<file path="src/hdl/pointer_gesture_recognizer_defines.svh">
// Assertion macros shared by the gesture recogniser modules.
// Each macro expects aclk and aresetn to be visible where it is used.
`ifndef POINTER_GESTURE_RECOGNIZER_DEFINES_SVH
`define POINTER_GESTURE_RECOGNIZER_DEFINES_SVH

// The consequent must hold in the same cycle as the antecedent.
`define PGR_ASSERT_SAME(lbl, ante, cons, msg) \
    lbl: assert property (@(posedge aclk) disable iff (!aresetn) (ante) |-> (cons)) \
        else $error(msg);

// The consequent must hold in the cycle after the antecedent.
`define PGR_ASSERT_NEXT(lbl, ante, cons, msg) \
    lbl: assert property (@(posedge aclk) disable iff (!aresetn) (ante) |=> (cons)) \
        else $error(msg);

`endif

</file>
<file path="src/hdl/pgr_pkg.sv">
package pgr_pkg;

    // Event kind carried on the input tuser.
    typedef enum logic [1:0] {
        MODE_PRESS   = 2'd0,
        MODE_RELEASE = 2'd1,
        MODE_MOVE    = 2'd2,
        MODE_TICK    = 2'd3
    } mode_t;

    // Configuration register indexes.
    localparam int CFG_IDX_W = 3;
    localparam int CFG_DATA_W = 16;
    localparam logic [CFG_IDX_W-1:0] REG_DOUBLE_TAP_MS  = 3'd0;
    localparam logic [CFG_IDX_W-1:0] REG_HOLD_MS        = 3'd1;
    localparam logic [CFG_IDX_W-1:0] REG_SWIPE_MAX_MS   = 3'd2;
    localparam logic [CFG_IDX_W-1:0] REG_SWIPE_MIN_DIST = 3'd3;
    localparam logic [CFG_IDX_W-1:0] REG_DRAG_THRESHOLD = 3'd4;

    // Register values after reset.
    localparam logic [15:0] DOUBLE_TAP_MS_RST  = 16'd400;
    localparam logic [15:0] HOLD_MS_RST        = 16'd500;
    localparam logic [15:0] SWIPE_MAX_MS_RST   = 16'd300;
    localparam logic [11:0] SWIPE_MIN_DIST_RST = 12'd50;
    localparam logic [11:0] DRAG_THRESHOLD_RST = 12'd2;

    // Velocity scale (milliseconds to seconds) and output saturation limits.
    localparam int VEL_SCALE = 1000;
    localparam int VEL_LIM = 22'h3FFFFF;
    localparam int DELTA_LIM = 12'hFFF;
    localparam int VEL_W = 23;
    localparam int DELTA_W = 13;

    // Flags that live for one frame and are cleared by each tick.
    typedef struct packed {
        logic moved;
        logic swipe;
        logic drag_end;
        logic drag_start;
        logic hold;
        logic double_tap;
        logic tap;
    } flags_t;

    // One tick result, tapped in the lowest bit.
    typedef struct packed {
        logic signed [DELTA_W-1:0] delta_y;
        logic signed [DELTA_W-1:0] delta_x;
        logic signed [VEL_W-1:0]   swipe_vy;
        logic signed [VEL_W-1:0]   swipe_vx;
        logic                      moved;
        logic                      swipe_seen;
        logic                      drag_active;
        logic                      drag_ended;
        logic                      drag_started;
        logic                      hold_seen;
        logic                      double_tapped;
        logic                      tapped;
    } result_t;

    localparam int OUT_TDATA_W = $bits(result_t);

    // Controller to datapath commands.
    typedef struct packed {
        logic capture;
        logic apply;
        logic div_start;
        logic vel_load;
    } cmd_t;

    // Datapath to controller status.
    typedef struct packed {
        logic is_tick;
        logic out_free;
        logic need_div;
        logic div_done;
    } status_t;

endpackage

</file>
<file path="src/hdl/pgr_div.sv">
// Restoring divider: one quotient bit per cycle, most significant first.
module pgr_div
    import pgr_pkg::*;
#(
    parameter int N_W = 22
) (
    input  logic           aclk,
    input  logic           aresetn,
    input  logic           start,
    input  logic [N_W-1:0] dividend,
    input  logic [31:0]    divisor,
    output logic           busy,
    output logic           done,
    output logic [N_W-1:0] quotient
);

    localparam int CNT_W = $clog2(N_W + 1);

    logic [31:0]    rem_reg, rem_next;
    logic [N_W-1:0] quo_reg, quo_next;
    logic [31:0]    dvs_reg;
    logic [CNT_W-1:0] cnt_reg, cnt_next;
    logic           busy_reg, busy_next;
    logic           done_reg, done_next;
    logic [32:0]    trial;
    logic [32:0]    diff;
    logic           fits;

    // One trial subtraction per step; the dividend shifts out as quotient bits shift in.
    always_comb begin
        trial     = {rem_reg, quo_reg[N_W-1]};
        diff      = trial - {1'b0, dvs_reg};
        fits      = trial >= {1'b0, dvs_reg};
        rem_next  = rem_reg;
        quo_next  = quo_reg;
        cnt_next  = cnt_reg;
        busy_next = busy_reg;
        done_next = 1'b0;
        if (start) begin
            rem_next  = '0;
            quo_next  = dividend;
            cnt_next  = CNT_W'(N_W);
            busy_next = 1'b1;
        end else if (busy_reg) begin
            rem_next = fits ? diff[31:0] : trial[31:0];
            quo_next = {quo_reg[N_W-2:0], fits};
            cnt_next = cnt_reg - CNT_W'(1);
            if (cnt_reg == CNT_W'(1)) begin
                busy_next = 1'b0;
                done_next = 1'b1;
            end
        end
    end

    // Control state.
    always_ff @(posedge aclk) begin
        if (!aresetn) begin
            busy_reg <= 1'b0;
            done_reg <= 1'b0;
            cnt_reg  <= '0;
        end else begin
            busy_reg <= busy_next;
            done_reg <= done_next;
            cnt_reg  <= cnt_next;
        end
    end

    // Working registers.
    always_ff @(posedge aclk) begin
        rem_reg <= rem_next;
        quo_reg <= quo_next;
        if (start) begin
            dvs_reg <= divisor;
        end
    end

    assign busy     = busy_reg;
    assign done     = done_reg;
    assign quotient = quo_reg;

endmodule

</file>
<file path="src/hdl/pgr_datapath.sv">
`include "pointer_gesture_recognizer_defines.svh"

// Gesture state, configuration registers, distance and time arithmetic,
// velocity dividers and the result register.
module pgr_datapath
    import pgr_pkg::*;
#(
    parameter int COORD_BITS = 12
) (
    input  logic                   aclk,
    input  logic                   aresetn,
    input  cmd_t                   cmd,
    output status_t                status,
    input  mode_t                  in_mode,
    input  logic [COORD_BITS-1:0]  in_x,
    input  logic [COORD_BITS-1:0]  in_y,
    input  logic [31:0]            in_time,
    input  logic                   cfg_we,
    input  logic [CFG_IDX_W-1:0]   cfg_index,
    input  logic [CFG_DATA_W-1:0]  cfg_wdata,
    input  logic                   m_ready,
    output logic                   m_valid,
    output result_t                m_result
);

    localparam int C    = COORD_BITS;
    localparam int NW   = C + 10;
    localparam int CW   = (2 * C + 1 > 24) ? 2 * C + 1 : 24;
    localparam int VW   = (NW > 22) ? NW : 22;
    localparam int DW   = (C + 1 > DELTA_W) ? C + 1 : DELTA_W;
    localparam logic [VW-1:0] VLIM = VW'(VEL_LIM);
    localparam logic signed [DW-1:0] DLIM = DW'(DELTA_LIM);

    // Configuration registers.
    logic [15:0] dtap_ms_reg, hold_ms_reg, swipe_max_reg;
    logic [11:0] swipe_min_reg, drag_th_reg;

    // Captured input beat.
    mode_t          mode_reg;
    logic [C-1:0]   in_x_reg, in_y_reg;
    logic [31:0]    in_t_reg;

    // Gesture state.
    logic           down_reg, down_next;
    logic           drag_reg, drag_next;
    logic           tap_valid_reg, tap_valid_next;
    flags_t         flags_reg, flags_next;
    logic [C-1:0]   cur_x_reg, cur_x_next, cur_y_reg, cur_y_next;
    logic [C-1:0]   prev_x_reg, prev_x_next, prev_y_reg, prev_y_next;
    logic [C-1:0]   start_x_reg, start_x_next, start_y_reg, start_y_next;
    logic [31:0]    press_t_reg, press_t_next, tap_t_reg, tap_t_next;
    logic signed [VEL_W-1:0] vel_x_reg, vel_x_next, vel_y_reg, vel_y_next;

    // Preparation stage.
    logic [C-1:0]   pt_x, pt_y;
    logic [C:0]     dx, dy;
    logic [C-1:0]   adx, ady;
    logic [2*C-1:0] sq_x_reg, sq_y_reg;
    logic [23:0]    th2_reg, sm2_reg;
    logic [NW-1:0]  prod_x_reg, prod_y_reg;
    logic           neg_x_reg, neg_y_reg;
    logic [31:0]    el_reg, gap_reg;

    // Decision stage.
    logic [CW-1:0]  d2;
    logic           over_th, under_th, far_enough;
    logic           el_lt_hold, el_le_swipe, gap_ok;
    logic           is_tick;

    // Result register and dividers.
    result_t        res_reg, res_next;
    logic           m_valid_reg;
    logic           load_res;
    logic [NW-1:0]  q_x, q_y;
    logic           busy_x, busy_y, done_x, done_y;

    // Saturate a quotient magnitude and apply the displacement sign.
    function automatic logic signed [VEL_W-1:0] vel_fix(input logic [NW-1:0] q,
                                                       input logic neg);
        logic [VW-1:0] ext;
        logic [21:0]   mag;
        ext = VW'(q);
        mag = (ext > VLIM) ? 22'(VLIM) : ext[21:0];
        return neg ? -$signed({1'b0, mag}) : $signed({1'b0, mag});
    endfunction

    // Saturate a position difference to the delta field.
    function automatic logic signed [DELTA_W-1:0] delta_fix(input logic [C:0] diff);
        logic signed [DW-1:0] ext;
        logic signed [DW-1:0] sat;
        ext = DW'($signed(diff));
        if (ext > DLIM) begin
            sat = DLIM;
        end else if (ext < -DLIM) begin
            sat = -DLIM;
        end else begin
            sat = ext;
        end
        return sat[DELTA_W-1:0];
    endfunction

    // Configuration writes; unknown indexes are dropped.
    always_ff @(posedge aclk) begin
        if (!aresetn) begin
            dtap_ms_reg   <= DOUBLE_TAP_MS_RST;
            hold_ms_reg   <= HOLD_MS_RST;
            swipe_max_reg <= SWIPE_MAX_MS_RST;
            swipe_min_reg <= SWIPE_MIN_DIST_RST;
            drag_th_reg   <= DRAG_THRESHOLD_RST;
        end else if (cfg_we) begin
            unique case (cfg_index)
                REG_DOUBLE_TAP_MS:  dtap_ms_reg   <= cfg_wdata[15:0];
                REG_HOLD_MS:        hold_ms_reg   <= cfg_wdata[15:0];
                REG_SWIPE_MAX_MS:   swipe_max_reg <= cfg_wdata[15:0];
                REG_SWIPE_MIN_DIST: swipe_min_reg <= cfg_wdata[11:0];
                REG_DRAG_THRESHOLD: drag_th_reg   <= cfg_wdata[11:0];
                default: ;
            endcase
        end
    end

    // Capture the accepted beat.
    always_ff @(posedge aclk) begin
        if (cmd.capture) begin
            mode_reg <= in_mode;
            in_x_reg <= in_x;
            in_y_reg <= in_y;
            in_t_reg <= in_time;
        end
    end

    assign is_tick = (mode_reg == MODE_TICK);

    // Distance point is the current position on a tick, the event position otherwise.
    always_comb begin
        pt_x = is_tick ? cur_x_reg : in_x_reg;
        pt_y = is_tick ? cur_y_reg : in_y_reg;
        dx   = {1'b0, pt_x} - {1'b0, start_x_reg};
        dy   = {1'b0, pt_y} - {1'b0, start_y_reg};
        adx  = dx[C] ? C'(-dx) : dx[C-1:0];
        ady  = dy[C] ? C'(-dy) : dy[C-1:0];
    end

    // Squares, scaled displacements and elapsed times, registered.
    always_ff @(posedge aclk) begin
        sq_x_reg   <= adx * adx;
        sq_y_reg   <= ady * ady;
        th2_reg    <= drag_th_reg * drag_th_reg;
        sm2_reg    <= swipe_min_reg * swipe_min_reg;
        prod_x_reg <= NW'(adx) * NW'(VEL_SCALE);
        prod_y_reg <= NW'(ady) * NW'(VEL_SCALE);
        neg_x_reg  <= dx[C];
        neg_y_reg  <= dy[C];
        el_reg     <= in_t_reg - press_t_reg;
        gap_reg    <= in_t_reg - tap_t_reg;
    end

    // Comparisons for the decision stage.
    always_comb begin
        d2          = CW'(sq_x_reg) + CW'(sq_y_reg);
        over_th     = d2 > CW'(th2_reg);
        under_th    = d2 < CW'(th2_reg);
        far_enough  = d2 >= CW'(sm2_reg);
        el_lt_hold  = el_reg < {16'b0, hold_ms_reg};
        el_le_swipe = el_reg <= {16'b0, swipe_max_reg};
        gap_ok      = gap_reg <= {16'b0, dtap_ms_reg};
    end

    // Event handling and result assembly.
    always_comb begin
        down_next      = down_reg;
        drag_next      = drag_reg;
        tap_valid_next = tap_valid_reg;
        flags_next     = flags_reg;
        cur_x_next     = cur_x_reg;
        cur_y_next     = cur_y_reg;
        prev_x_next    = prev_x_reg;
        prev_y_next    = prev_y_reg;
        start_x_next   = start_x_reg;
        start_y_next   = start_y_reg;
        press_t_next   = press_t_reg;
        tap_t_next     = tap_t_reg;
        vel_x_next     = vel_x_reg;
        vel_y_next     = vel_y_reg;
        res_next       = res_reg;
        load_res       = 1'b0;

        if (cmd.apply) begin
            unique case (mode_reg)
                MODE_PRESS: begin
                    if (tap_valid_reg && gap_ok) begin
                        flags_next.double_tap = 1'b1;
                    end
                    down_next    = 1'b1;
                    press_t_next = in_t_reg;
                    start_x_next = in_x_reg;
                    start_y_next = in_y_reg;
                    prev_x_next  = cur_x_reg;
                    prev_y_next  = cur_y_reg;
                    cur_x_next   = in_x_reg;
                    cur_y_next   = in_y_reg;
                end
                MODE_RELEASE: begin
                    down_next   = 1'b0;
                    cur_x_next  = in_x_reg;
                    cur_y_next  = in_y_reg;
                    prev_x_next = in_x_reg;
                    prev_y_next = in_y_reg;
                    if (!drag_reg && !flags_reg.hold && under_th && el_lt_hold) begin
                        flags_next.tap = 1'b1;
                        tap_t_next     = in_t_reg;
                        tap_valid_next = 1'b1;
                    end
                    if (far_enough && el_le_swipe) begin
                        flags_next.swipe = 1'b1;
                    end
                    if (drag_reg) begin
                        drag_next           = 1'b0;
                        flags_next.drag_end = 1'b1;
                    end
                end
                MODE_MOVE: begin
                    prev_x_next      = cur_x_reg;
                    prev_y_next      = cur_y_reg;
                    cur_x_next       = in_x_reg;
                    cur_y_next       = in_y_reg;
                    flags_next.moved = 1'b1;
                    if (down_reg && !drag_reg && over_th) begin
                        drag_next             = 1'b1;
                        flags_next.drag_start = 1'b1;
                    end
                end
                MODE_TICK: begin
                    if (!drag_reg || !flags_reg.moved) begin
                        prev_x_next = cur_x_reg;
                        prev_y_next = cur_y_reg;
                    end
                    if (down_reg && !drag_reg && !flags_reg.hold && !el_lt_hold) begin
                        flags_next.hold = 1'b1;
                    end
                    if (down_reg && !drag_reg && over_th) begin
                        drag_next             = 1'b1;
                        flags_next.drag_start = 1'b1;
                    end
                    res_next.tapped        = flags_next.tap;
                    res_next.double_tapped = flags_next.double_tap;
                    res_next.hold_seen     = flags_next.hold;
                    res_next.drag_started  = flags_next.drag_start;
                    res_next.drag_ended    = flags_next.drag_end;
                    res_next.drag_active   = drag_next;
                    res_next.swipe_seen    = flags_next.swipe;
                    res_next.moved         = flags_next.moved;
                    res_next.swipe_vx      = vel_x_reg;
                    res_next.swipe_vy      = vel_y_reg;
                    res_next.delta_x       = delta_fix({1'b0, cur_x_reg} - {1'b0, prev_x_next});
                    res_next.delta_y       = delta_fix({1'b0, cur_y_reg} - {1'b0, prev_y_next});
                    load_res               = 1'b1;
                    flags_next             = '0;
                    vel_x_next             = '0;
                    vel_y_next             = '0;
                end
                default: ;
            endcase
        end

        if (cmd.vel_load) begin
            vel_x_next = vel_fix(q_x, neg_x_reg);
            vel_y_next = vel_fix(q_y, neg_y_reg);
        end
    end

    // Gesture state registers.
    always_ff @(posedge aclk) begin
        if (!aresetn) begin
            down_reg      <= 1'b0;
            drag_reg      <= 1'b0;
            tap_valid_reg <= 1'b0;
            flags_reg     <= '0;
            cur_x_reg     <= '0;
            cur_y_reg     <= '0;
            prev_x_reg    <= '0;
            prev_y_reg    <= '0;
            start_x_reg   <= '0;
            start_y_reg   <= '0;
            press_t_reg   <= '0;
            tap_t_reg     <= '0;
            vel_x_reg     <= '0;
            vel_y_reg     <= '0;
        end else begin
            down_reg      <= down_next;
            drag_reg      <= drag_next;
            tap_valid_reg <= tap_valid_next;
            flags_reg     <= flags_next;
            cur_x_reg     <= cur_x_next;
            cur_y_reg     <= cur_y_next;
            prev_x_reg    <= prev_x_next;
            prev_y_reg    <= prev_y_next;
            start_x_reg   <= start_x_next;
            start_y_reg   <= start_y_next;
            press_t_reg   <= press_t_next;
            tap_t_reg     <= tap_t_next;
            vel_x_reg     <= vel_x_next;
            vel_y_reg     <= vel_y_next;
        end
    end

    // Output register: a new result may replace one taken in the same cycle.
    always_ff @(posedge aclk) begin
        if (!aresetn) begin
            m_valid_reg <= 1'b0;
        end else if (load_res) begin
            m_valid_reg <= 1'b1;
        end else if (m_ready) begin
            m_valid_reg <= 1'b0;
        end
    end

    always_ff @(posedge aclk) begin
        res_reg <= res_next;
    end

    // Velocity dividers, one per axis, both fed the elapsed time.
    pgr_div #(.N_W(NW)) u_div_x (
        .aclk     (aclk),
        .aresetn  (aresetn),
        .start    (cmd.div_start),
        .dividend (prod_x_reg),
        .divisor  (el_reg),
        .busy     (busy_x),
        .done     (done_x),
        .quotient (q_x)
    );

    pgr_div #(.N_W(NW)) u_div_y (
        .aclk     (aclk),
        .aresetn  (aresetn),
        .start    (cmd.div_start),
        .dividend (prod_y_reg),
        .divisor  (el_reg),
        .busy     (busy_y),
        .done     (done_y),
        .quotient (q_y)
    );

    // Status back to the controller.
    always_comb begin
        status.is_tick  = is_tick;
        status.out_free = !m_valid_reg || m_ready;
        status.need_div = (mode_reg == MODE_RELEASE) && far_enough && el_le_swipe &&
                          (el_reg != 32'd0);
        status.div_done = done_x && done_y;
    end

    assign m_valid  = m_valid_reg;
    assign m_result = res_reg;

    // A drag can only exist while the pointer is down.
    `PGR_ASSERT_SAME(a_drag_needs_down, drag_reg, down_reg, "drag without pointer down")
    // A tick result is never written over one that is still waiting.
    `PGR_ASSERT_SAME(a_res_free, load_res, status.out_free, "result overwritten")
    // The frame flags are empty after every tick.
    `PGR_ASSERT_NEXT(a_tick_clears, load_res, flags_reg == '0, "frame flags not cleared")
    // The dividers run in lock step.
    `PGR_ASSERT_SAME(a_div_lockstep, 1'b1, busy_x == busy_y, "dividers out of step")

endmodule

</file>
<file path="src/hdl/pgr_ctrl.sv">
`include "pointer_gesture_recognizer_defines.svh"

// Sequencer: accept a beat, prepare, apply, and wait for the dividers on a swipe.
module pgr_ctrl
    import pgr_pkg::*;
(
    input  logic    aclk,
    input  logic    aresetn,
    input  logic    s_valid,
    output logic    s_ready,
    input  status_t status,
    output cmd_t    cmd
);

    typedef enum logic [3:0] {
        ST_IDLE   = 4'b0001,
        ST_PREP   = 4'b0010,
        ST_APPLY  = 4'b0100,
        ST_DIVIDE = 4'b1000
    } state_t;

    state_t state_reg, state_next;

    // Next state and commands.
    always_comb begin
        state_next    = state_reg;
        cmd           = '0;
        s_ready       = 1'b0;
        unique case (state_reg)
            ST_IDLE: begin
                s_ready     = 1'b1;
                cmd.capture = s_valid;
                if (s_valid) begin
                    state_next = ST_PREP;
                end
            end
            ST_PREP: begin
                // A tick waits here until the output register can take its result.
                if (!status.is_tick || status.out_free) begin
                    state_next = ST_APPLY;
                end
            end
            ST_APPLY: begin
                cmd.apply     = 1'b1;
                cmd.div_start = status.need_div;
                state_next    = status.need_div ? ST_DIVIDE : ST_IDLE;
            end
            ST_DIVIDE: begin
                if (status.div_done) begin
                    cmd.vel_load = 1'b1;
                    state_next   = ST_IDLE;
                end
            end
            default: state_next = ST_IDLE;
        endcase
    end

    always_ff @(posedge aclk) begin
        if (!aresetn) begin
            state_reg <= ST_IDLE;
        end else begin
            state_reg <= state_next;
        end
    end

    // An accepted beat always moves on to preparation.
    `PGR_ASSERT_NEXT(a_accept_prep, s_valid && s_ready, state_reg == ST_PREP, "beat not prepared")
    // Divider completion is only seen while waiting for it.
    `PGR_ASSERT_SAME(a_done_in_div, status.div_done, state_reg == ST_DIVIDE, "stray divider done")
    // A swipe that starts the dividers parks the sequencer until they finish.
    `PGR_ASSERT_NEXT(a_start_div, cmd.div_start, state_reg == ST_DIVIDE, "divide not awaited")

endmodule

</file>
<file path="src/hdl/pointer_gesture_recognizer.sv">
// Channel   Dir  tdata (low bit up)                          tuser
// s_axis    in   pos_x, pos_y, time_ms, zero padding         mode
// m_axis    out  8 flags, swipe_vx, swipe_vy, delta_x, delta_y  -
// cfg       in   cfg_we, cfg_index, cfg_wdata (write only)
//
// Each beat passes through the idle, preparation and apply states; a tick may wait
// in preparation until the output register is free. A swipe release also waits for
// the bit-serial velocity dividers (one quotient bit a cycle, COORD_BITS + 10 bits).
// One beat is in work at a time; a waiting result does not stop non-tick beats.
// Reset is synchronous and active low and needs no clearing pass.
module pointer_gesture_recognizer
    import pgr_pkg::*;
#(
    parameter int COORD_BITS = 12
) (
    input  logic                   aclk,
    input  logic                   aresetn,
    input  logic                   s_axis_tvalid,
    output logic                   s_axis_tready,
    // pos_x, pos_y, time_ms, zero padding
    input  logic [((2 * COORD_BITS + 32 + 7) / 8) * 8 - 1:0] s_axis_tdata,
    // mode
    input  logic [1:0]             s_axis_tuser,
    output logic                   m_axis_tvalid,
    input  logic                   m_axis_tready,
    // tapped, double_tapped, hold_seen, drag_started, drag_ended, drag_active,
    // swipe_seen, moved, swipe_vx, swipe_vy, delta_x, delta_y
    output logic [OUT_TDATA_W-1:0] m_axis_tdata,
    input  logic                   cfg_we,
    input  logic [CFG_IDX_W-1:0]   cfg_index,
    input  logic [CFG_DATA_W-1:0]  cfg_wdata
);

    localparam int C = COORD_BITS;

    cmd_t    cmd;
    status_t status;
    result_t result;

    pgr_ctrl u_ctrl (
        .aclk    (aclk),
        .aresetn (aresetn),
        .s_valid (s_axis_tvalid),
        .s_ready (s_axis_tready),
        .status  (status),
        .cmd     (cmd)
    );

    pgr_datapath #(.COORD_BITS(C)) u_datapath (
        .aclk      (aclk),
        .aresetn   (aresetn),
        .cmd       (cmd),
        .status    (status),
        .in_mode   (mode_t'(s_axis_tuser)),
        .in_x      (s_axis_tdata[C-1:0]),
        .in_y      (s_axis_tdata[2*C-1:C]),
        .in_time   (s_axis_tdata[2*C+31:2*C]),
        .cfg_we    (cfg_we),
        .cfg_index (cfg_index),
        .cfg_wdata (cfg_wdata),
        .m_ready   (m_axis_tready),
        .m_valid   (m_axis_tvalid),
        .m_result  (result)
    );

    assign m_axis_tdata = result;

endmodule

</file>
<file path="config.mk">
export PLATFORM = sky130hd
export DESIGN_NAME = pointer_gesture_recognizer
export DESIGN_NICKNAME = d
export VERILOG_FILES = /design/src/hdl/pgr_pkg.sv /design/src/hdl/pgr_div.sv /design/src/hdl/pgr_datapath.sv /design/src/hdl/pgr_ctrl.sv /design/src/hdl/pointer_gesture_recognizer.sv
export VERILOG_INCLUDE_DIRS = /design/src /design/src/hdl
export SDC_FILE = /design/constraint.sdc
export NUM_CORES = 2
export LEC_CHECK = 0
export BUFFER_PORTS_ARGS = -buffer_cell sky130_fd_sc_hd__buf_2
export CAP_MARGIN = 20
export CORE_MARGIN = 5
export CORE_UTILIZATION = 55
export DETAILED_ROUTE_END_ITERATION = 6
export PLACE_DENSITY = 0.72
export SLEW_MARGIN = 20
export SYNTH_ARGS = -nofsm -noshare
export SYNTH_HDL_FRONTEND = slang
export SYNTH_SLANG_ARGS = --single-unit
export TNS_END_PERCENT = 1
</file>
<file path="constraint.sdc">
create_clock -name aclk -period 10.9 [get_ports aclk]
set_input_delay 1.635 -clock aclk [delete_from_list [all_inputs] [get_ports aclk]]
set_output_delay 1.635 -clock aclk [all_outputs]
set_load 0.02 [all_outputs]
</file>
==> impl_metrics.env <==
export IMPL_post_synth_num_cell_types=88
export IMPL_num_vias=43108
export IMPL_die_h_um=332.9
export IMPL_worst_pin_slew_ns=1.030
export IMPL_clockBufferDepth=3
export IMPL_syn_cell_area_um2=57340
export IMPL_hold_viol=0
export IMPL_path_clk_slew_ns=0.07
export IMPL_cts_root_buf="clkbuf_16"
export IMPL_end_kind="flop"
export IMPL_core_area_um2=103500
export IMPL_drc=0
export IMPL_layout_nets=7482
export IMPL_clkLatencyLatePin_ns=0.67
export IMPL_synthTopCellsByArea="dfxtp_1 (19%), fa_1 (14%), ha_1 (14%)"
export IMPL_htreeDepth=3
export IMPL_yosysMostFrequentCell="inv_1"
export IMPL_die_area_um2=110800
export IMPL_drive_above_1_share=0.07239
export IMPL_cts_hold_buffers=0
export IMPL_drtIter0Drc=2707
export IMPL_critPathMaxStageDelay_ns=0.76
export IMPL_crit_type="flop to flop"
export IMPL_final_util=0.6022
export IMPL_grt_max_degree=101
export IMPL_syn_nets=7406
export IMPL_drv_cap=0
export IMPL_synth_avg_cell_area_um2=9.112
export IMPL_cp_common_cell="fa_1"
export IMPL_tns_ns=0
export IMPL_rsz0062_at_grt="false"
export IMPL_grt_use_total=0.2348
export IMPL_final_area_um2=62330
export IMPL_gp_congestion=0.8720
export IMPL_cts_inserted_buffers=85
export IMPL_crit_required_ns=11.50
export IMPL_reg2reg_from="u_datapath.mode_reg[0]"
export IMPL_maxSlewViolCount=0
export IMPL_fill_cells=8929
export IMPL_min_from="u_datapath.flags_reg[5]"
export IMPL_die_w_um=332.9
export IMPL_ys_flop_type="dfxtp_1"
export IMPL_ff2ff_setup_slack_ns=1.28
export IMPL_num_rows=118
export IMPL_drtAntennaViolNets=0
export IMPL_start_util=0.5540
export IMPL_post_cts_resized=0
export IMPL_cts_setup_buffers=0
export IMPL_status="complete, no violations"
export IMPL_clock_sinks=754
export IMPL_async_flop_share=0
export IMPL_fin_skew_ns=0.03670
export IMPL_placed_cells=7661
export IMPL_critPathCapture="u_datapath.sq_x_reg[23]"
export IMPL_dpl_cell_area_um2=59400
export IMPL_largest_reg_flops=80
export IMPL_rr_worst_depth=32
export IMPL_synth_top_area_frac=0.1906
export IMPL_grt_overflow=0
export IMPL_timing_final_crit_share=0.8823
export IMPL_dp_hpwl_mm=100.6
export IMPL_slew_headroom=0.3132
export IMPL_cpMaxStageDelayCell="mux2i_1"
export IMPL_dr_pass1_iters=5
export IMPL_min_period_ns=9.617
export IMPL_synth_commonest_cells="inv_1 (820), nand2_1 (629), ha_1 (623)"
export IMPL_start_kind="flop"
export IMPL_synth_warnings=0
export IMPL_ys_seq_area_frac=0.2996
export IMPL_crit_start="u_datapath.mode_reg[0]"
export IMPL_whs_path_depth=0
export IMPL_ios=164
export IMPL_tritoncts="yes"
export IMPL_wl_mm=131.4
export IMPL_cp_max_fo=13
export IMPL_wl_per_cell_um=16.80
export IMPL_max_freq_mhz=104.0
export IMPL_antenna_found_initial=6
export IMPL_routed_via_density=5.513
export IMPL_grt_pass1_wl_mm=215.7
export IMPL_r2r_end="u_datapath.sq_x_reg[23]"
export IMPL_worstPathArrival_ns=10.22
export IMPL_synth_top_cell_by_area="dfxtp_1"
export IMPL_hold_path_class="flop to flop"
export IMPL_ys_seq_elements=754
export IMPL_synthCells=6293
export IMPL_setup_violations_final=0
export IMPL_synth_edff_count=208
export IMPL_io_buffer_count=163
export IMPL_stdcell_count=7819
export IMPL_grt_pass1_vias=42571
export IMPL_area_growth_pct=8.698
through the flow:
| step | hold slack (ns) | worst slack (ns) |
|---|---|---|
| floorplan | 0.3711 | 1.875 |
| CTS | 0.4244 | 1.266 |
| detailed placement | 0.4158 | 1.263 |
| global route | 0.4377 | 0.3765 |
| global placement | 0.4053 | 1.449 |
| finish | 0.4249 | 1.283 |
cell families after synthesis:
kind of cell / count (synthesis) / share of synthesized area
compound gates: 1199 / 0.1327
flops: 754 / 0.2996
xor+xnor: 326 / 0.05071
buf+inv: 1048 / 0.06922
simple gates: 1798 / 0.1448
mux: 137 / 0.02459
fa+ha+maj: 1031 / 0.2784
critical path, delay by kind of cell, from the launching register on:
kind | cells | cell delay (ns)
AO/OA/AOI/OAI | 10 | 2.10
XOR/XNOR | 1 | 0.13
adder cells (fa/ha/maj) | 8 | 3.58
buffers and inverters | 6 | 1.23
flip-flops | 1 | 0.38
multiplexers | 2 | 0.90
AND/OR/NAND/NOR | 5 | 1.23
worst min path at each step:
stage and endpoint:
6_report u_datapath.m_result[6], 5_1_grt u_datapath.m_result[53], 4_1_cts u_datapath.m_result[0], 3_5_place_dp u_datapath.m_result[30]
3_3_place_gp u_datapath.m_result[0], 2_1_floorplan u_datapath.sm2_reg[0]
cell type report:
class / instances / area [um2] / area share
clock buffers: 117 / 2497 / 0.04007
diodes: 2 / 5.005 / 0.00008030
multi-input cells: 4491 / 36260 / 0.5818
well taps: 1380 / 1727 / 0.02770
repair buffers: 201 / 1114 / 0.01787
flip-flops and latches: 754 / 17180 / 0.2756
clock inverters: 38 / 396.6 / 0.006364
inverters: 836 / 3148 / 0.05051
cell usage in the layout (no fill, tap or decap), drive strengths merged, types with 31 or more instances in the layout:
cell type and count:
a311oi 43, nand3 146, or3 38, nor3 77
xnor2 241, o211ai 38, o21a 49, o21bai 37
edfxtp 208, inv 837, a21oi 431, a31oi 31
or2 35, xor2 85, nand2 630, a211oi 74
nor2 470, nor2b 67, and3 40, mux2i 106
dfxtp 546, nand4 41, nand2b 60, and2 128
mux2 31, a21o 116, ha 623, buf 201
o21ai 230, clkbuf 117, fa 408
layer usage:
layer,track usage,share of wire
met4,0.07012,0.030
met2,0.3799,0.45
met5,0,0.00035
met3,0.03831,0.056
met1,0.3272,0.46
Power is not shown: default switching activity piles up to over one toggle a cycle in this logic, so the estimate is an artifact.
